==> src/rtl/core/uerm_pkg.sv <==
// ----------------------------------------------------------------------------
// Ultrasonic echo range meter - shared package
// Item types, operation and status codes, timer width and the constants
// for the width-to-distance scaling.
// ----------------------------------------------------------------------------
`default_nettype none

package uerm_pkg;

  // Timer width of the capture unit feeding the echo stamps
  localparam int TIMER_BITS = 16;

  localparam int OP_W     = 2;
  localparam int STAMP_W  = 16;
  localparam int STATUS_W = 2;
  localparam int DIST_W   = 15;

  // Operation codes
  localparam logic [OP_W-1:0] OP_PERIOD  = 2'd0;
  localparam logic [OP_W-1:0] OP_CAPTURE = 2'd1;
  localparam logic [OP_W-1:0] OP_POLL    = 2'd2;
  localparam logic [OP_W-1:0] OP_READ    = 2'd3;

  // Poll status codes
  localparam logic [STATUS_W-1:0] ST_NONE = 2'd0;
  localparam logic [STATUS_W-1:0] ST_NEW  = 2'd1;
  localparam logic [STATUS_W-1:0] ST_FAIL = 2'd2;

  localparam logic [DIST_W-1:0] DIST_MAX = 15'h7FFF;

  // distance = width * 3422 / 10000 = width * 1711 / 5000, taken as
  // floor(width * DIST_MULT / 2^DIST_SHIFT). The reciprocal is rounded up;
  // with 2^DIST_SHIFT > 5000 * 2^TIMER_BITS the rounding error never
  // crosses an integer step.
  localparam int SCALE_NUM  = 1711;
  localparam int SCALE_DEN  = 5000;
  localparam int DIST_SHIFT = TIMER_BITS + 13;
  localparam int MULT_BITS  = DIST_SHIFT - 1;
  localparam longint unsigned DIST_MULT_L =
    (((64'd1 << DIST_SHIFT) * SCALE_NUM) + (SCALE_DEN - 1)) / SCALE_DEN;
  localparam logic [MULT_BITS-1:0] DIST_MULT = MULT_BITS'(DIST_MULT_L);
  localparam int PROD_W = TIMER_BITS + MULT_BITS;
  localparam int QUO_W  = PROD_W - DIST_SHIFT;

  typedef logic [TIMER_BITS-1:0] timer_t;

  typedef struct packed {
    logic [OP_W-1:0]    operation;
    logic [STAMP_W-1:0] capture_time;
  } in_t;

  typedef struct packed {
    logic [STATUS_W-1:0] status;
    logic [DIST_W-1:0]   distance_mm;
  } out_t;

  // Request from the input stage to the state unit
  typedef struct packed {
    logic fire;
    in_t  item;
  } state_req_t;

  function automatic logic op_has_result(input logic [OP_W-1:0] op);
    return (op == OP_POLL) || (op == OP_READ);
  endfunction

endpackage

`default_nettype wire

==> src/rtl/core/uerm_dist.sv <==
// ----------------------------------------------------------------------------
// Ultrasonic echo range meter - distance scaler
// Scales a pulse width in microseconds to millimetres with one constant
// multiply and a shift, saturating at the field maximum.
// ----------------------------------------------------------------------------
`default_nettype none

module uerm_dist (
  input  wire uerm_pkg::timer_t               width,
  output logic [uerm_pkg::DIST_W-1:0]         distance_mm
);

  localparam int CMP_W = (uerm_pkg::QUO_W > uerm_pkg::DIST_W) ?
                         uerm_pkg::QUO_W : uerm_pkg::DIST_W;

  logic [uerm_pkg::PROD_W-1:0] prod;
  logic [uerm_pkg::QUO_W-1:0]  quo;
  logic [CMP_W-1:0]            quo_ext;

  always_comb begin
    prod    = uerm_pkg::PROD_W'(width) * uerm_pkg::PROD_W'(uerm_pkg::DIST_MULT);
    quo     = prod[uerm_pkg::PROD_W-1:uerm_pkg::DIST_SHIFT];
    quo_ext = CMP_W'(quo);
    if (quo_ext > CMP_W'(uerm_pkg::DIST_MAX)) begin
      distance_mm = uerm_pkg::DIST_MAX;
    end else begin
      distance_mm = quo_ext[uerm_pkg::DIST_W-1:0];
    end
  end

endmodule

`default_nettype wire

==> src/rtl/core/uerm_state.sv <==
// ----------------------------------------------------------------------------
// Ultrasonic echo range meter - measurement state
// Holds the edge stamps, pulse width and status flags, updates them for
// each item leaving the input register and forms the poll/read result.
// ----------------------------------------------------------------------------
`default_nettype none

module uerm_state (
  input  wire                       clk,
  input  wire                       rst_n,
  input  wire uerm_pkg::state_req_t req,
  output uerm_pkg::out_t            result
);

  uerm_pkg::timer_t rising_stamp_r, rising_stamp_nxt;
  uerm_pkg::timer_t pulse_width_r, pulse_width_nxt;
  logic             awaiting_falling_r, awaiting_falling_nxt;
  logic             done_flag_r, done_flag_nxt;
  logic             error_flag_r, error_flag_nxt;

  uerm_pkg::timer_t            stamp;
  logic [uerm_pkg::DIST_W-1:0] distance_mm;

  uerm_dist u_dist (
    .width       (pulse_width_r),
    .distance_mm (distance_mm)
  );

  always_comb begin
    stamp                = uerm_pkg::TIMER_BITS'(req.item.capture_time);
    rising_stamp_nxt     = rising_stamp_r;
    pulse_width_nxt      = pulse_width_r;
    awaiting_falling_nxt = awaiting_falling_r;
    done_flag_nxt        = done_flag_r;
    error_flag_nxt       = error_flag_r;
    result               = '0;

    case (req.item.operation)
      uerm_pkg::OP_PERIOD: begin
        // force the next capture to be a rising edge
        awaiting_falling_nxt = 1'b0;
        if (!done_flag_r) begin
          error_flag_nxt = 1'b1;
        end
      end
      uerm_pkg::OP_CAPTURE: begin
        if (!awaiting_falling_r) begin
          rising_stamp_nxt     = stamp;
          awaiting_falling_nxt = 1'b1;
        end else begin
          pulse_width_nxt      = stamp - rising_stamp_r;
          done_flag_nxt        = 1'b1;
          awaiting_falling_nxt = 1'b0;
        end
      end
      uerm_pkg::OP_POLL: begin
        // done wins; only the reported flag is dropped
        if (done_flag_r) begin
          result.status = uerm_pkg::ST_NEW;
          done_flag_nxt = 1'b0;
        end else if (error_flag_r) begin
          result.status  = uerm_pkg::ST_FAIL;
          error_flag_nxt = 1'b0;
        end else begin
          result.status = uerm_pkg::ST_NONE;
        end
      end
      uerm_pkg::OP_READ: begin
        result.distance_mm = distance_mm;
      end
      default: begin
        result = '0;
      end
    endcase
  end

  always_ff @(posedge clk) begin
    if (!rst_n) begin
      rising_stamp_r     <= '0;
      pulse_width_r      <= '0;
      awaiting_falling_r <= 1'b0;
      done_flag_r        <= 1'b0;
      error_flag_r       <= 1'b0;
    end else if (req.fire) begin
      rising_stamp_r     <= rising_stamp_nxt;
      pulse_width_r      <= pulse_width_nxt;
      awaiting_falling_r <= awaiting_falling_nxt;
      done_flag_r        <= done_flag_nxt;
      error_flag_r       <= error_flag_nxt;
    end
  end

endmodule

`default_nettype wire

==> src/rtl/core/ultrasonic_echo_range_meter.sv <==
// ----------------------------------------------------------------------------
// Ultrasonic echo range meter - top level
// Times echo pulses from capture stamps and reports status and distance.
// ----------------------------------------------------------------------------
// Usage:
//   in_*  : valid/ready channel carrying one event (period end, echo edge
//           capture, poll, distance read) per transfer.
//   out_* : valid/ready channel; polls and distance reads each give one
//           result, period ends and captures give none.
//   An accepted item waits in the input register, is processed there and,
//   if it has a result, loads the output register as it leaves the input
//   register; out_valid is driven from the output register.
//   Throughput is one item per cycle unless a stalled result blocks it; the longest path is the constant
//   multiply of the distance scaler between the width register and the
//   output register.
//   A stalled receiver holds the output register; the item behind it waits
//   in the input register and in_ready drops only while both are full and
//   the waiting item needs the output. Items with no result pass on.
//   Synchronous reset clears stamps, width, flags and both valid bits; the
//   block expects a rising edge first.
// ----------------------------------------------------------------------------
`default_nettype none

module ultrasonic_echo_range_meter (
  input  wire                  clk,
  input  wire                  rst_n,
  input  wire                  in_valid,
  output logic                 in_ready,
  input  wire uerm_pkg::in_t   in_data,
  output logic                 out_valid,
  input  wire                  out_ready,
  output uerm_pkg::out_t       out_data
);

  logic                 s1_valid_r;
  uerm_pkg::in_t        s1_item_r;
  logic                 out_valid_r;
  uerm_pkg::out_t       out_data_r;

  logic                 needs_out;
  logic                 out_free;
  logic                 s1_fire;
  uerm_pkg::state_req_t req;
  uerm_pkg::out_t       result;

  always_comb begin
    needs_out = uerm_pkg::op_has_result(s1_item_r.operation);
    out_free  = !out_valid_r || out_ready;
    s1_fire   = s1_valid_r && (!needs_out || out_free);
    in_ready  = !s1_valid_r || s1_fire;
    req.fire  = s1_fire;
    req.item  = s1_item_r;
  end

  uerm_state u_state (
    .clk    (clk),
    .rst_n  (rst_n),
    .req    (req),
    .result (result)
  );

  always_ff @(posedge clk) begin
    if (!rst_n) begin
      s1_valid_r <= 1'b0;
    end else if (in_ready) begin
      s1_valid_r <= in_valid;
    end
  end

  always_ff @(posedge clk) begin
    if (in_ready && in_valid) begin
      s1_item_r <= in_data;
    end
  end

  always_ff @(posedge clk) begin
    if (!rst_n) begin
      out_valid_r <= 1'b0;
    end else if (s1_fire && needs_out) begin
      out_valid_r <= 1'b1;
    end else if (out_ready) begin
      out_valid_r <= 1'b0;
    end
  end

  always_ff @(posedge clk) begin
    if (s1_fire && needs_out) begin
      out_data_r <= result;
    end
  end

  assign out_valid = out_valid_r;
  assign out_data  = out_data_r;

endmodule

`default_nettype wire

==> config.mk <==
export PLATFORM = sky130hd
export DESIGN_NAME = ultrasonic_echo_range_meter
export DESIGN_NICKNAME = d
export VERILOG_FILES = /design/src/rtl/core/uerm_pkg.sv /design/src/rtl/core/uerm_dist.sv /design/src/rtl/core/uerm_state.sv /design/src/rtl/core/ultrasonic_echo_range_meter.sv
export SDC_FILE = /design/constraint.sdc
export NUM_CORES = 1
export LEC_CHECK = 0
export ABC_AREA = 1
export BUFFER_PORTS_ARGS = -buffer_cell sky130_fd_sc_hd__buf_2
export CAP_MARGIN = 20
export CORE_MARGIN = 10
export CORE_UTILIZATION = 35
export CTS_CLUSTER_DIAMETER = 150
export DETAILED_ROUTE_END_ITERATION = 8
export SETUP_SLACK_MARGIN = 0.3
export SLEW_MARGIN = 20
export SYNTH_ARGS = -nofsm -noshare
export SYNTH_HDL_FRONTEND = slang
export SYNTH_HIERARCHICAL = 1
export SYNTH_SLANG_ARGS = --single-unit
export TNS_END_PERCENT = 20
==> constraint.sdc <==
create_clock -name clk -period 5.3 [get_ports clk]
set_input_delay 1.06 -clock clk [delete_from_list [all_inputs] [get_ports clk]]
set_output_delay 1.06 -clock clk [all_outputs]
set_load 0.03 [all_outputs]
Yosys cells after proc, flatten, opt, wreduce, memory -nomap -nowiden
Index checks and enable logic that the tools add are counted.
{"block": "classes", "magnitude_cmp": 1, "muxes": 12, "n_mul": 1, "n_eq_ne": 6, "bitwise": 2, "addsub": 1, "n_reduce_logical": 21}
{"op": "16-bit by 28-bit multiplier with 44-bit output (second input constant)", "count": 1}
{"op": "16-bit subtractor", "count": 1}
{"op": "15-bit > comparator (second input constant)", "count": 1}
{"op": "15-bit 2-to-1 mux", "count": 1}
{"op": "3-bit AND reduction", "count": 3}
{"op": "2-bit nonzero test", "count": 4}
{"op": "1-bit 2-to-1 mux", "count": 7}
{"op": "1-bit one-hot mux with 2 select lines", "count": 3}
{"op": "2-bit == test (second input constant)", "count": 2}
{"op": "1-bit logical OR", "count": 4}
{"op": "2-bit != test (second input constant)", "count": 2}
{"op": "4-bit AND reduction", "count": 1}
{"op": "1-bit logical AND", "count": 3}
{"op": "1-bit logical NOT", "count": 3}
{"op": "2-bit by 1-bit == test with 1-bit output (second input constant)", "count": 1}
{"op": "2-bit logical NOT", "count": 1}
{"op": "2-bit 2-to-1 mux", "count": 1}
{"op": "2-bit by 1-bit != test with 1-bit output (second input constant)", "count": 1}
{"op": "1-bit NOT", "count": 2}
{"op": "2-bit AND reduction", "count": 1}
{"op": "2-bit OR reduction", "count": 1}
{"block": "word_totals", "elab_cells": 56, "output_inout_bits": 19, "inputBits": 22, "register_bits": 72}

Longest topological paths before layout
Gate-level depths: netlist of run 1.
{"block": "depth", "word_depth": 7, "depth_mapped": 28, "depth_no_buf": 28}

Cells and area by module
The synthesis of run 1 kept the hierarchy.
{"module": "uerm_dist", "seq_area_each_um2": 0.0, "cells_each": 1221, "n_inst": 1, "area_per_inst_um2": 9023.7}
{"module": "uerm_state", "seq_area_each_um2": 700.7, "cells_each": 387, "n_inst": 1, "area_per_inst_um2": 2372.3}
{"module": "ultrasonic_echo_range_meter", "seq_area_each_um2": 1091.0, "cells_each": 54, "n_inst": 1, "area_per_inst_um2": 1172.4}

Worst setup path before layout of run 1
Ideal clock, no wire load.
{"block": "synth_timing", "kind": "register -> register", "start": "register u_state.pulse_width_r[8]", "end": "register out_data_r (netlist bit out_data[0]) (data pin)", "setup_ns": 0.257, "arrival_ns": 4.998, "path_buffers": 0, "required_time_ns": 5.043, "period_less_slack_ns": 5.254, "path_stages_with_launch": 26, "slack_ns": 0.046, "cell_sequence": "dfxtp_1 > inv_1 > ha_1 > inv_1 > fa_1 > inv_1 > fa_1 > inv_1 > fa_1 > fa_1 > inv_1 > fa_1 > inv_1 > ha_1 > nand2_1 > nand2_1 > a21oi_1 > inv_1 > a21oi_1 > nor2_1 > nor2_1 > nand2_1 > nand2_1 > nand2_1 > inv_1 > nor2_1"}
{"block": "synth_via", "elab_chain_len": 3}
{"item": "start: declaration", "line": "uerm_state.sv:16", "text": "uerm_pkg::timer_t pulse_width_r, pulse_width_nxt;"}
{"item": "start signal: assignment", "line": "uerm_state.sv:86", "text": "pulse_width_r <= pulse_width_nxt;"}
{"item": "16-bit by 28-bit multiplier with 44-bit output *", "line": "uerm_dist.sv:21", "text": "prod = uerm_pkg::PROD_W'(width) * uerm_pkg::PROD_W'(uerm_pkg::DIST_MULT);"}
{"item": "15-bit > comparator", "line": "uerm_dist.sv:24", "text": "if (quo_ext > CMP_W'(uerm_pkg::DIST_MAX)) begin"}
{"item": "15-bit 2-to-1 mux *", "line": "uerm_dist.sv:24"}
{"item": "net u_state.distance_mm, one bit", "line": "uerm_state.sv:22", "text": "logic [uerm_pkg::DIST_W-1:0] distance_mm;"}
{"item": "end signal: assignment", "line": "ultrasonic_echo_range_meter.sv:88", "text": "out_data_r <= result;"}
{"item": "end: declaration", "line": "ultrasonic_echo_range_meter.sv:38", "text": "uerm_pkg::out_t out_data_r;"}
Mark *: on every way through the listed nets, which the timed path passes. The rest lies on a longest branch.
A chain may end at the register's enable or synchronous reset.

Worst setup path after layout of run 1
{"block": "layout_timing", "start": "register u_state.pulse_width_r[4]", "end": "register out_data_r (netlist bit out_data[10]) (data pin)"}
Same word-level chain as after synthesis.

==> flow_metrics.tcl, run 1 <==
set metrics [dict create \
    path_class "flip-flop to flip-flop" \
    syn_nets 2029 \
    synth_edf_count 35 \
    end_kind "flip-flop" \
    multi_input_area_um2 9620 \
    drcViolationCount 0 \
    peakVddDrop_mv 0.1505 \
    clock_skew_ns 0.004337 \
    cp-start-kind "flip-flop" \
    ant_nets 0 \
    area_growth_syn_to_layout_pct 22.70 \
    synth_top_cell_area_share_pct 25.96 \
    rrSetupSlack_ns 0.14 \
    htree_levels 3 \
    dieArea_um2 43890 \
    dp_hpwl_mm 30.03 \
    finalSetupViolations 0 \
    ys_seq_area_share_pct 14.26 \
    drt-initial-drc-count 443 \
    fill_cells 3541 \
    p_leak_nw 8.641 \
    pin_count 41 \
    detail_route.first_pass.iterations 5 \
    post-synth-top-count-cell "inv_1" \
    period_minus_slack_ns 5.161 \
    period_share_pct 97.38 \
    antenna_found_initial 0 \
    clock-sinks 72 \
    powerDensity_nw_per_um2 97.00 \
    p_total_mw 1.496 \
    rsz0062_at_grt "true" \
    overflow 0 \
    die_height_um 209.5 \
    regArea_um2 1826 \
    die-width_um 209.5 \
    outcome "finished, final reports clean" \
    grt_max_degree 29 \
    synthCells 1662 \
    io_buffers 40 \
    cap_viol_max_count 0 \
    clock_latency_ns 0.36 \
    clk_pin_slew_ns 0.06 \
    synth_area_leaders "fa_1, ha_1, inv_1, nand2_1, edfxtp_1" \
    cts-root-buf "clkbuf_16" \
    via_per_inst 4.547 \
    finalNetCount 2189 \
    final_hold_viol_count 0 \
    grt_usage_pct 16.27 \
    finalNonFillerCells 2288 \
    antenna_cells 0 \
    maxSlewViolCount 0 \
    synth_common_cells "inv_1, nand2_1, ha_1, fa_1, nor2_1" \
    hp-start "u_state/rising_stamp_r[10]$_SDFFE_PN0P_" \
    core-area_um2 35480 \
    gp_congestion 0.9737 \
    layout-drive-gt1-share_pct 22.33 \
    reg2reg_from "u_state/pulse_width_r[4]$_SDFFE_PN0P_" \
    async_flop_share_pct 0 \
    vias 10400 \
    syn-cell-area_um2 12570 \
    fin_util_pct 43.46 \
    crit_fanout 5 \
    tns_ns 0 \
    relSlewSlack_pct 43.50 \
    wl_mm 34.45 \
    initial_utilization_pct 35.42 \
    syn_area_per_cell_um2 7.562 \
    clock_path_buffers 2 \
    worst-endpoint-arrival_ns 5.25 \
    max_freq_ghz 0.1937 \
    cp.required_ns 5.39 \
    yosysWarnings 6 \
    cts_buffers 9 \
    ys_ff_latch 72 \
    grt_pass1_vias 11230 \
    grt_pass1_wl_mm 57.06 \
    wl_per_cell_um 15.06 \
    tightest_slew_ns 0.8466 \
    yosysTopAreaCell "fa_1" \
    fp-row-count 69 \
    cts_tree "yes" \
    dp.cells 2256 \
    crit_path_start "u_state/pulse_width_r[4]$_SDFFE_PN0P_" \
    synth-main-ff-cell "dfxtp_1" \
    synth.distinct_cells 40 \
    hold_path_class "flip-flop to flip-flop" \
]
==> state kept, by name (all words and copies together) (netlist names) <==
name	cells
out_data	17
out_valid	1
req	18
s1_valid_r	1
u_state/awaiting_falling_r	1
u_state/done_flag_r	1
u_state/error_flag_r	1
u_state/pulse_width_r	16
u_state/rising_stamp_r	16
==> power by group <==
group          switching, mW  internal, mW
logic                  0.146        0.0885
clock network          0.280         0.373
registers            0.00969         0.598
==> per-stage QoR <==
step                      setup slack (ns)  hold WS (ns)  cell area, um^2
after floorplan                     0.2772        0.4305            12580
after global placement             -0.1167        0.4426            14060
after detailed placement           -0.1765        0.4525            14060
after CTS                           0.1899        0.4614            15300
after global routing              -0.08461        0.4738            15420
final                               0.1386        0.4565            15420
==> logic make-up after synthesis <==
kind of cell	Yosys count	synth area share, %
AO/OA/AOI/OAI	110	4.679
buffers and inverters	537	16.26
AND/OR/NAND/NOR	587	19.96
XOR/XNOR	11	0.7666
adder cells (fa/ha/maj)	345	44.08
flip-flops	72	14.26
==> metal layers <==
layer	share of wire, %	vias up	global-route usage [%]
met5	0	-	0
met4	3.0	0	5.408
met3	3.3	65	2.257
met2	50	172	29.17
met1	44	4930	19.51
li1	-	5236	-
==> cell usage in the layout (no fill, tap or decap), drive strengths merged, types with 2 or more instances in the layout <==
cell	netlist	final
xnor2	2	2
ha	182	182
nand2	362	362
a21oi	64	64
xor2	9	9
buf	6	157
nand3	57	57
or2	2	2
dfxtp	37	37
o21ai	36	36
inv	529	534
o21bai	6	6
a211oi	2	2
edfxtp	35	35
clkbuf	2	9
nor2	134	134
nor3	13	13
fa	163	163
nand4	16	16
==> area by class of cell <==
class                      count  area share, %
clock buffer                   9          1.460
clock inverter                 7         0.5355
inverter                     529          12.88
multi-input combinational   1053          62.39
sequential                    72          11.84
tap                          461          3.740
timing repair buffer         157          7.164
==> path summary, 6_finish.rpt <==
kind                                                  end  depth (start not counted)
hold / removal    u_state/rising_stamp_r[10]$_SDFFE_PN0P_                          2
setup / recovery                   out_data[10]$_DFFE_PP_                         23
setup reg to reg                   out_data[10]$_DFFE_PP_                         23
hold reg to reg   u_state/rising_stamp_r[10]$_SDFFE_PN0P_                          2
==> what timing repair did <==
item / 4_1_cts / 5_1_grt
pin swaps: 101 / 33
hold buffers: 0 / 0
resized for setup: 191 / 32
setup endpoints to repair: 15 / 15
buffers inserted: 15 / 1
==> critical path: stages (launching register included) <==
cell	delay, ns
dfxtp_4	0.37
fa_1	0.51
buf_4	0.16
fa_2	0.57
fa_2	0.47
fa_2	0.49
fa_1	0.50
inv_1	0.06
fa_1	0.52
inv_1	0.06
ha_4	0.30
nand2_4	0.08
nor2_4	0.09
inv_2	0.06
nor2_4	0.11
nand2_2	0.06
nor2_1	0.10
nand2_1	0.08
nand3_1	0.07
nand2_1	0.05
nand2_1	0.06
inv_1	0.04
inv_1	0.04
nor2_1	0.03
No activity file was read; power rests on OpenSTA's default activity.
==> run 2: changes to the inputs <==
--- a/config.mk
+++ b/config.mk
@@ -6,12 +6,12 @@
 export NUM_CORES = 1
 export LEC_CHECK = 0
 export ABC_AREA = 1
-export BUFFER_PORTS_ARGS = -buffer_cell sky130_fd_sc_hd__buf_2
 export CAP_MARGIN = 20
 export CORE_MARGIN = 10
 export CORE_UTILIZATION = 35
 export CTS_CLUSTER_DIAMETER = 150
 export DETAILED_ROUTE_END_ITERATION = 8
+export DONT_BUFFER_PORTS = 1
 export SETUP_SLACK_MARGIN = 0.3
 export SLEW_MARGIN = 20
 export SYNTH_ARGS = -nofsm -noshare
==> run 2 against run 1 <==
Compared with the run above:
- register-to-register slack is essentially flat
- critical path depth shrank 2
- count of clock-buffer cells in the layout grew 2
- worst hold slack lost 0.0040 ns
- flip-flop and latch count is the same
- design area shrank 1.9%
- sequential power grew 1%
- final cell count shrank 1.9%
- global-route usage shrank 0.36 points
- sequential share of layout area grew 0.23 points
- power is essentially flat
- clock power grew 2%
- critical endpoint is now out_data[11]$_DFFE_PP_
==> flow_metrics.tcl, run 2 (synthesis results as in run 1) <==
set metrics [dict create \
    antenna_cells 0 \
    layout_commonest_cell "inv_1" \
    io_buffers 0 \
    grt_max_degree 29 \
    initial_utilization_pct 35.42 \
    hp-start "u_state/rising_stamp_r[14]$_SDFFE_PN0P_" \
    drt-met1-wl_mm 15.26 \
    finalSetupViolations 0 \
    crit_fanout 5 \
    vias 10170 \
    outcome "finished, final reports clean" \
    cp_cell_sequence "fa_2 > inv_2 > fa_2 > fa_2 > inv_2 > fa_2 > inv_2 > fa_2 > fa_1 > inv_2 > ha_4 > nand2_4 > nor2_4 > buf_6 > nand2_4 > nor2_4 > nand4_1 > nand4_1 > nand2_1 > inv_1 > nor2_1" \
    final_hold_viol_count 0 \
    die_height_um 209.5 \
    final_cell_mix "inv_1, nand2_1, fa_1" \
    htree_levels 3 \
    tightest_slew_ns 0.7990 \
    cp_top_family "adder cells" \
    wl_mm 34.43 \
    crit_path_max_incr_delay_ns 0.61 \
    cts_buffers 9 \
    rsz0062_at_grt "true" \
    clock_path_buffers 2 \
    cts-root-buf "clkbuf_16" \
    cap_viol_max_count 0 \
    cp-start-kind "flip-flop" \
    layout-drive-gt1-share_pct 19.62 \
    overflow 0 \
    pin_count 41 \
    crit_top_cell "fa_2" \
    rrSetupSlack_ns 0.12 \
    fp-row-count 69 \
    wl_met3_mm 1.083 \
    period_share_pct 97.65 \
    drcViolationCount 0 \
    reg2reg_from "u_state/pulse_width_r[4]$_SDFFE_PN0P_" \
    p_total_mw 1.497 \
    detail_route.first_pass.iterations 5 \
    p_leak_nw 8.389 \
    grt_usage_pct 15.91 \
    maxSlewViolCount 0 \
    powerDensity_nw_per_um2 99.00 \
    clock_skew_ns 0.008636 \
    wl_per_cell_um 15.34 \
    peakVddDrop_mv 0.1714 \
    hold_path_class "flip-flop to flip-flop" \
    grt_pass1_vias 10850 \
    finalNetCount 2146 \
    fill_cells 3543 \
    path_class "flip-flop to flip-flop" \
    cp.required_ns 5.39 \
    slowest_stage "fa_2" \
    worst-endpoint-arrival_ns 5.26 \
    dp_hpwl_mm 30.14 \
    tns_ns 0 \
    antenna_found_initial 0 \
    gp_congestion 0.9650 \
    clock-sinks 72 \
    dieArea_um2 43890 \
    clock_latency_ns 0.36 \
    clk_pin_slew_ns 0.07 \
    top_layer "met4" \
    wl_met2_mm 17.00 \
    drt-initial-drc-count 369 \
    cts_tree "yes" \
    largest_register_ffs 18 \
    core-area_um2 35480 \
    cp_num_buf_inv 6 \
    holdPathStages 2 \
    die-width_um 209.5 \
    period_minus_slack_ns 5.176 \
    rr_endpoint "out_data[11]$_DFFE_PP_" \
    placed_area_um2 13910 \
    relSlewSlack_pct 46.68 \
    area_growth_syn_to_layout_pct 20.34 \
    ant_nets 0 \
    max_freq_ghz 0.1932 \
    cts_hold_buf 0 \
    grt_pass1_wl_mm 55.41 \
    end_kind "flip-flop" \
    hold_path_end "u_state/rising_stamp_r[14]$_SDFFE_PN0P_" \
    r2r_cells 21 \
    design_area_um2 15120 \
    via_per_inst 4.529 \
]
==> run 2: worst max path at each step <==
stage                                                from                endpoint  slack [ns]  depth (start not counted)
floorplan           u_state/pulse_width_r[4]$_SDFFE_PN0P_  out_data[10]$_DFFE_PP_        0.28                         24
global placement    u_state/pulse_width_r[4]$_SDFFE_PN0P_  out_data[11]$_DFFE_PP_       -0.13                         21
detailed placement  u_state/pulse_width_r[4]$_SDFFE_PN0P_  out_data[11]$_DFFE_PP_       -0.17                         21
CTS                 u_state/pulse_width_r[5]$_SDFFE_PN0P_  out_data[10]$_DFFE_PP_        0.09                         24
global route        u_state/pulse_width_r[7]$_SDFFE_PN0P_  out_data[10]$_DFFE_PP_       -0.14                         24
finish              u_state/pulse_width_r[4]$_SDFFE_PN0P_  out_data[11]$_DFFE_PP_        0.12                         21
==> run 2: per-stage QoR <==
stage | util [%] | cells | setup slack, ns | hold WS, ns
finish | 42.62 | 2245 | 0.1243 | 0.4525
global route | 42.62 | 2245 | -0.1412 | 0.4727
detailed placement | 39.19 | 2221 | -0.1653 | 0.4489
CTS | 41.54 | 2240 | 0.08590 | 0.4573
floorplan | - | 1662 | 0.2772 | 0.4305
global placement | 39.19 | 2221 | -0.1322 | 0.4407
==> run 2: repair_timing <==
action,in CTS,in global routing
pin swaps,50,56
setup endpoints to repair,15,15
setup buffers,3,5
resized for setup,109,84
==> run 2: layout make-up <==
| type | count | area (um^2) | area share (%) |
|---|---|---|---|
| clock buffers | 11 | 275.3 | 1.820 |
| multi-input cells | 1053 | 9535 | 63.05 |
| inverters | 529 | 1986 | 13.13 |
| flip-flops and latches | 72 | 1826 | 12.07 |
| repair buffers | 114 | 879.6 | 5.816 |
| clock inverters | 5 | 46.29 | 0.3061 |
| well taps | 461 | 576.8 | 3.814 |
==> run 2: metal layers <==
layer  global-route usage [%]  vias up
li1                         -     5138
met1                    19.28     4810
met4                    5.234        0
met2                    28.15      166
met3                    2.420       54
met5                        0        -
==> run 2: worst register-to-register path: stages, from the launching register on <==
cell	delay (ns)
dfxtp_4	0.38
fa_2	0.61
inv_2	0.05
fa_2	0.48
fa_2	0.55
inv_2	0.04
fa_2	0.52
inv_2	0.04
fa_2	0.44
fa_1	0.50
inv_2	0.05
ha_4	0.30
nand2_4	0.08
nor2_4	0.11
buf_6	0.11
nand2_4	0.06
nor2_4	0.11
nand4_1	0.21
nand4_1	0.13
nand2_1	0.06
inv_1	0.04
nor2_1	0.03
==> run 2: where the power goes <==
group	total (mW)	leakage (nW)	internal (mW)	switching [mW]
clock network	0.668	0.160	0.384	0.284
registers	0.617	0.637	0.598	0.0188
logic	0.212	7.59	0.0799	0.132
total	1.50	8.39	1.06	0.435
==> run 3: changes to the inputs <==
--- a/config.mk
+++ b/config.mk
@@ -7,7 +7,7 @@
 export LEC_CHECK = 0
 export ABC_AREA = 1
 export CAP_MARGIN = 20
-export CORE_MARGIN = 10
+export CORE_MARGIN = 3
 export CORE_UTILIZATION = 35
 export CTS_CLUSTER_DIAMETER = 150
 export DETAILED_ROUTE_END_ITERATION = 8
==> run 3 against run 2 <==
Compared with the run above:
- critical path depth increased by 1
- utilization increased by 1.7 points
- flip-flop and latch count unchanged
- global-route usage increased by 2.2 points
- sequential share of layout area decreased by 0.28 points
- power about the same
- combinational power about the same
- via count decreased by 0.40%
- worst setup slack got worse by 0.042 ns
- routed wire length decreased by 1.7%
- die area decreased by 13%
- non-clock buffer count increased by 18
==> flow_metrics.tcl, run 3 (synthesis results as in run 1) <==
set metrics [dict create \
    swShare_pct 28.81 \
    die_height_um 195.5 \
    clk_pin_slew_ns 0.07 \
    finalNetCount 2164 \
    powerDensity_nw_per_um2 96.53 \
    crit_path_max_incr_delay_ns 0.56 \
    clock_skew_ns 0.009494 \
    fp-row-count 68 \
    peakVddDrop_mv 0.1461 \
    holdPathStages 2 \
    finalSetupViolations 0 \
    rr_endpoint "out_data[1]$_DFFE_PP_" \
    cp_cell_sequence "buf_6 > ha_4 > inv_4 > fa_2 > inv_2 > fa_1 > fa_2 > fa_1 > inv_2 > fa_1 > inv_2 > ha_4 > nand4_1 > buf_6 > nor2_4 > nor2_4 > nor2_1 > nor2_1 > nand3_1 > nand2_1 > inv_1 > nor2_1" \
    pin_count 41 \
    busiest_layer "met2" \
    dp.cells 2222 \
    hp-start "u_state/rising_stamp_r[14]$_SDFFE_PN0P_" \
    layout-drive-gt1-share_pct 21.92 \
    path_class "flip-flop to flip-flop" \
    reg2reg_from "u_state/pulse_width_r[5]$_SDFFE_PN0P_" \
    grt_max_degree 29 \
    tightest_slew_ns 0.7897 \
    cap_viol_max_count 0 \
    crit_fanout 4 \
    core-area_um2 34970 \
    grtUsageMet1_pct 23.42 \
    ant_nets 0 \
    outcome "finished, final reports clean" \
    clock_path_buffers 2 \
    gp_congestion 0.9508 \
    antenna_found_initial 0 \
    vias 10130 \
    layout_commonest_cell "inv_1" \
    worst-endpoint-arrival_ns 5.29 \
    r2r_cells 22 \
    period_minus_slack_ns 5.218 \
    finalNonFillerCells 2257 \
    overflow 0 \
    end_kind "flip-flop" \
    wl_per_cell_um 14.99 \
    grtUsageMet2_pct 32.48 \
    drt-initial-drc-count 435 \
    p_int_mw 1.065 \
    hold_path_class "flip-flop to flip-flop" \
    grt_usage_pct 18.10 \
    wl_mm 33.83 \
    largest_register_ffs 18 \
    grt_pass1_vias 10530 \
    area_growth_syn_to_layout_pct 23.31 \
    dieArea_um2 38220 \
    initial_utilization_pct 35.94 \
    via_per_inst 4.487 \
    cts-root-buf "clkbuf_16" \
    cp.required_ns 5.38 \
    fill_cells 3446 \
    rrSetupSlack_ns 0.08 \
    period_share_pct 98.45 \
    detail_route.first_pass.iterations 5 \
    htree_levels 3 \
    antenna_cells 0 \
    hold_slack_ns 0.4529 \
    cp-start-kind "flip-flop" \
    relSlewSlack_pct 47.30 \
    use_met3_pct 2.157 \
    rsz0062_at_grt "true" \
    die-width_um 195.5 \
    p_comb_share_pct 14.4 \
    p_switching_mw 0.4310 \
    p_seq_share_pct 41.2 \
    final_hold_viol_count 0 \
    p_leak_nw 8.641 \
    io_buffers 0 \
    dp_hpwl_mm 29.43 \
    max_freq_ghz 0.1916 \
    maxSlewViolCount 0 \
    clock-sinks 72 \
    drcViolationCount 0 \
    final_cell_mix "inv_1, nand2_1, fa_1" \
    cts_tree "yes" \
    clock_latency_ns 0.35 \
    pwr-share-clk_pct 44.4 \
    grt_pass1_wl_mm 54.75 \
    cts_buffers 9 \
    hold_path_end "u_state/rising_stamp_r[14]$_SDFFE_PN0P_" \
    slowest_stage "fa_1" \
]
run 3: worst max-delay path by stage:
stage                                                     start                endpoint  cells after the start
after floorplan           u_state/pulse_width_r[4]$_SDFFE_PN0P_  out_data[10]$_DFFE_PP_                     24
after global placement    u_state/pulse_width_r[5]$_SDFFE_PN0P_  out_data[11]$_DFFE_PP_                     21
after detailed placement  u_state/pulse_width_r[5]$_SDFFE_PN0P_  out_data[11]$_DFFE_PP_                     21
after CTS                 u_state/pulse_width_r[5]$_SDFFE_PN0P_   out_data[1]$_DFFE_PP_                     20
after global routing      u_state/pulse_width_r[5]$_SDFFE_PN0P_   out_data[5]$_DFFE_PP_                     22
final                     u_state/pulse_width_r[5]$_SDFFE_PN0P_   out_data[1]$_DFFE_PP_                     22
run 3: timing repair:
| item | 4_1_cts | 5_1_grt |
|---|---|---|
| endpoints found under the setup margin | 15 | 15 |
| pin swaps | 91 | 85 |
| buffers inserted | 8 | 11 |
| hold buffers | 0 | 0 |
| gates resized for setup | 168 | 78 |
run 3: critical path, delay by kind of cell, from the launching register on:
family / cells / cell delay (ns)
fa+ha+maj: 7 / 3.24
buf+inv: 7 / 0.57
flops: 1 / 0.37
simple gates: 8 / 0.74
run 3: metrics by stage:
step                      total power [mW]  TNS, ns  util, %  instance area, um^2  setup WS, ns
final                                1.496        0    44.32                15500       0.08200
after floorplan                     0.7778        0        -                12580        0.2772
after global placement              0.8250  -0.7219    39.93                13960       -0.1457
after detailed placement            0.8274   -1.192    39.93                13960       -0.1740
after CTS                            1.517        0    43.20                15110        0.1395
after global routing                 1.571  -0.4905    44.32                15500      -0.09718
run 3: layout make-up:
type	instances	area (um^2)	area share, %
Multi-Input combinational cell	1053	9726	62.75
Clock inverter	5	48.80	0.3148
Inverter	529	1994	12.87
Timing Repair Buffer	132	1059	6.830
Tap cell	455	569.3	3.673
Clock buffer	11	275.3	1.776
Sequential cell	72	1827	11.79
run 3: power groups by stage:
stage          clock (mW)  sequential [mW]  combinational (mW)
4_1_cts             0.687            0.618               0.212
2_1_floorplan           0            0.629               0.148
3_5_place_dp            0            0.632               0.195
6_report            0.665            0.616               0.215
5_1_grt             0.706            0.618               0.247
3_3_place_gp            0            0.632               0.193
run 3: per-layer routing:
layer  up-vias  wire length (um)  part of all wire (%)
met4         0               789                   2.3
li1       5184                 -                     -
met3        47               870                   2.6
met5         -                 0                     0
met2       162             16780                    50
met1      4734             15390                    45
